**src/sv/cursor_doubly_linked_list_defines.svh**
```systemverilog
// assertion macros for the cursor list block
`ifndef CURSOR_DOUBLY_LINKED_LIST_DEFINES_SVH
`define CURSOR_DOUBLY_LINKED_LIST_DEFINES_SVH

// a condition must imply another on the same edge
`define CDLL_ASSERT_IMPLY(label, clk, rst_n, a, b) \
    label: assert property (@(posedge clk) disable iff (!rst_n) (a) |-> (b)) \
        else $error("implication failed");

// a condition must imply another in the cycle after it
`define CDLL_ASSERT_NEXT(label, clk, rst_n, a, b) \
    label: assert property (@(posedge clk) disable iff (!rst_n) (a) |=> (b)) \
        else $error("next-cycle check failed");

`endif

```
**src/sv/cdll_mem.sv**
```systemverilog
// ----------------------------------------------------------------------------
// cdll_mem
// synchronous memory with one write port and one registered read port
// ----------------------------------------------------------------------------
module cdll_mem #(
    parameter int WIDTH = 9,
    parameter int DEPTH = 256
) (
    input  logic                     clk,
    input  logic                     we,
    input  logic [$clog2(DEPTH)-1:0] waddr,
    input  logic [WIDTH-1:0]         wdata,
    input  logic [$clog2(DEPTH)-1:0] raddr,
    output logic [WIDTH-1:0]         rdata
);

    logic [WIDTH-1:0] mem [DEPTH];

    always_ff @(posedge clk)
    begin
        if (we)
        begin
            mem[waddr] <= wdata;
        end
        rdata <= mem[raddr];
    end

endmodule

```
**config.mk**
```make
export PLATFORM = sky130hd
export DESIGN_NAME = cdll_mem
export DESIGN_NICKNAME = d
export VERILOG_FILES = /design/src/sv/cursor_doubly_linked_list_defines.svh /design/src/sv/cdll_mem.sv
export SDC_FILE = /design/constraint.sdc
export NUM_CORES = 2
export LEC_CHECK = 0
export BUFFER_PORTS_ARGS = -buffer_cell sky130_fd_sc_hd__buf_2
export CORE_MARGIN = 2
export CORE_UTILIZATION = 25
export DETAILED_ROUTE_END_ITERATION = 8
export MAX_ROUTING_LAYER = met4
export PLACE_DENSITY = 0.42
export SKIP_CTS_REPAIR_TIMING = 1
export SLEW_MARGIN = 20
export SYNTH_ARGS = -nofsm -noshare
export SYNTH_HDL_FRONTEND = slang
export SYNTH_SLANG_ARGS = --single-unit
export TNS_END_PERCENT = 50
```
**constraint.sdc**
```tcl
create_clock -name clk -period 3.2 [get_ports clk]
set_clock_uncertainty 0.15 [all_clocks]
set_input_delay 0.16 -clock clk [delete_from_list [all_inputs] [get_ports clk]]
set_output_delay 0.16 -clock clk [all_outputs]
set_load 0.01 [all_outputs]
```
* Word level (Yosys, flattened, before mapping)
Memory sizes are Yosys's and may differ from the RTL's. A register that Yosys moved wholly into a read port is not among the register bits.
Index checks and enable logic that the tools add are counted.
** Word-level totals
- RAM bits :: 2304
- Bits of input ports :: 27
- Output and inout port bits :: 9
- Flip-flop bits (word level) :: 0
- Memories :: 1
** Operators by class
- Multiplexer cells :: 2
** Memories
- mem :: depth 256, width 9, rd ports 1, clocked after Yosys merged registers in 1, write ports 1, RTL line cdll_mem.sv:17 : logic [WIDTH-1:0] mem [DEPTH];
** Operators by type and width (number)
- $mux 1 :: 2

* Depth between registers and ports, before layout
- Depth in word-level cells :: 2
- Gate-level depth with buffers :: 11
- Depth with buffers taken out :: 6

* Worst setup path before layout
OpenSTA, ideal clock, no wires.
- Path kind :: input -> register
- Start point :: in waddr[3]
- End point :: mem mem[235][0], enable pin
- Cell stages on the path :: 6
- Path slack :: 1.029 ns
- Arrival :: 1.647 ns
- Library setup time :: 0.374 ns
- Buffers on the path :: 3
- Required time :: 2.676 ns
- Cells stage by stage :: clkbuf_1 > nor2b_1 > clkbuf_1 > nand4_1 > clkbuf_1 > nor2_1
** RTL lines
- start: declaration :: RTL line cdll_mem.sv:11 : input logic [$clog2(DEPTH)-1:0] waddr,
- end: declaration :: RTL line cdll_mem.sv:17
Straight into the memory's write port.

==> flow_metrics.tcl <==
set metrics [dict create \
    status "finished with violations" \
    violations "DRC" \
    ios 36 \
    synthFlopType "edfxtp_1" \
    clk-insertion-delay-late_ps 930 \
    groute.layer.met3.usage 0.0285 \
    met2_usage 0.234 \
    post_dp_cell_area_sq_um 99500 \
    design.core.area_sq_um 356000 \
    use_met1 0.202 \
    final_util 0.302 \
    switching_share 0.219 \
    p_leak_nw 33.8 \
    finalMaxSlewViolations 0 \
    pwr-share-clk 0.431 \
    critical_path_arrival_ps 3560 \
    critPathKind "reg2reg" \
    hp-class "in2reg" \
    grt_busiest_layer "met2" \
    die_y_microns 602 \
    final_area_sq_um 108000 \
    multi_input_area_sq_um 18400 \
    regArea_sq_um 69400 \
    routed_wl_mm 270 \
    max_cap_violations 0 \
    first_pass_iters 7 \
    final.period_utilization 0.929 \
    syn_nets 4264 \
    p_sw_mw 14.2 \
    drtIter0Drc 4605 \
    endpoint_kind "register" \
    crit_family "compound AO/OA/AOI/OAI gates" \
    grt_usage 0.151 \
    cp.required_ps 3790 \
    dp_hpwl_mm 174 \
    yosys.area.top_type "edfxtp_1" \
    grt_pass1_wl_mm 376 \
    antenna_found_initial 30 \
    gp_congestion 0.820 \
    portBuffers 35 \
    drc 6 \
    numCtsBuffers 248 \
    start_kind "register" \
    h-tree-depth 4 \
    final-setup-viol-count 0 \
    rsz0062_at_grt "no" \
    crit_chain "mux4_2 -> a22oi_1 -> o31a_1 -> o21ai_0 -> a211oi_1 -> nor4_1" \
    p_int_mw 50.9 \
    p_per_area_nw_per_um2 605 \
    area_delta_synth_final_pct 20.5 \
    cts-root-buf "clkbuf_16" \
    cpPeakStageDelay_ps 920 \
    syn_area_per_cell_sq_um 21.1 \
    fp-row-count 219 \
    grt_start_max_net_pins 128 \
    fin_nets 4931 \
    clockBufferDepth 4 \
    grt_pass1_vias 46400 \
    via_per_inst 4.59 \
    design.die.area_sq_um 362000 \
    ys_warn_count 0 \
    syn_area_sq_um 89300 \
    crit_path_max_fanout 1 \
    ys_seq_area_frac 0.777 \
    async_reset_ff_frac 0 \
    yosys-top-cells-area "edfxtp_1 77%, mux4_2 12%, mux2i_1 2.0%" \
    worst_pin_slew_ps 1100 \
    clock.fmax_mhz 336 \
    finalHoldViolations 0 \
    finalCriticalPeriod_ps 2970 \
    synth_edf_count 2304 \
    start_util 0.251 \
    seq_power_share 0.514 \
    ant_nets 0 \
    slew_headroom 0.265 \
    die_w_microns 602 \
    peakVddDrop_v 0.000443 \
    ys_seq_elements 2313 \
    filler_cell_count 34900 \
    cts.clk_slew.worst_paths_ps 70 \
    hold_ws_ps 43.7 \
    via_count 45300 \
    final_layout_size_suffix_gt1_frac 0.296 \
    syn_inst 4237 \
    path_buf_inv 0 \
    grt_overflow_total 0 \
    cp_slowest_cell "a211oi_1" \
    ys_types 57 \
    yosysTopAreaCellShare 0.775 \
    cts_tree "built" \
    comb_power_share 0.055 \
    wire_per_inst_microns 27.3 \
    cts.sinks 2313 \
]
-- flip-flops by register name, indices dropped and copies added, names as in the netlist --
name   cells
mem     2304
rdata      9
-- logic make-up after synthesis --
logic type,synth area share
buf+inv,0.0175
simple gates,0.0250
mux,0.143
flops,0.777
compound gates,0.0375
-- metal layers --
metal	wire length [microns]	share of wire
met1	120000	0.44
met2	127000	0.47
met4	7410	0.027
met5	0	0
met3	15900	0.059
-- cells in the final DEF (no fill, tap or decap), drive strengths merged, types with 40 or more instances in the layout --
master	netlist	layout
mux2i	177	177
a22oi	174	174
clkbuf	120	307
edfxtp	2304	2304
nor2	305	305
mux4	476	476
o22ai	65	65
a21oi	98	98
buf	139	658
clkinv	1	108
nand2	40	40
-- area by class of cell --
type | instances | share of cell area
clock inverter | 141 | 0.0119
inverter | 2 | 0.0000698
tap | 4751 | 0.0553
antenna | 25 | 0.000581
multi-input combinational | 1663 | 0.171
clock buffer | 307 | 0.0607
timing repair buffer | 676 | 0.0554
sequential | 2313 | 0.645
-- path summary, 6_finish.rpt --
path,startpoint,endpoint,slack [ps],depth (start not counted)
worst max register to register,mem[13][3]$_DFFE_PP_,rdata[3]$_DFF_P_,230,6
worst min register to register,mem[36][6]$_DFFE_PP_,rdata[6]$_DFF_P_,960,5
worst min-delay path,waddr[3],mem[156][7]$_DFFE_PP_,40,5
worst max-delay path,mem[13][3]$_DFFE_PP_,rdata[3]$_DFF_P_,230,6
-- power by group through the flow --
stage / Combinational, mW / Sequential, mW / Clock [mW]
after floorplan: 1.58 / 34.1 / 0
after global placement: 3.58 / 34.1 / 0
after detailed placement: 3.60 / 34.1 / 0
after CTS: 3.61 / 33.5 / 28.8
after global routing: 3.77 / 33.5 / 29.9
final: 3.55 / 33.5 / 28.1
-- Yosys cell counts (all sizes together), types with 21 or more instances --
cell type,count
a22oi,174
mux2i,177
o22ai,65
a211oi,26
nor2,305
nor2b,28
o21ai,36
nor3,21
mux4,476
clkbuf,120
nor4,27
nand3,31
a21oi,98
o221ai,36
nand2,40
mux2,21
edfxtp,2304
buf,139
-- worst min-delay path: stages --
cell	delay, ps
buf_2	120
buf_4	160
nand3_1	180
nor2_1	70
buf_4	190
-- through the flow --
| stage | cells | power [mW] | setup TNS (ps) | worst slack, ps |
|---|---|---|---|---|
| final | 9878 | 65.1 | 0 | 227 |
| after global routing | 9872 | 67.2 | 0 | 157 |
| after CTS | 9835 | 65.9 | 0 | 180 |
| after detailed placement | 9387 | 37.7 | -3100 | -559 |
| after global placement | 9385 | 37.7 | -4410 | -1140 |
| after floorplan | 4237 | 35.7 | 0 | 1030 |
No activity file was read; power rests on OpenSTA's default activity.
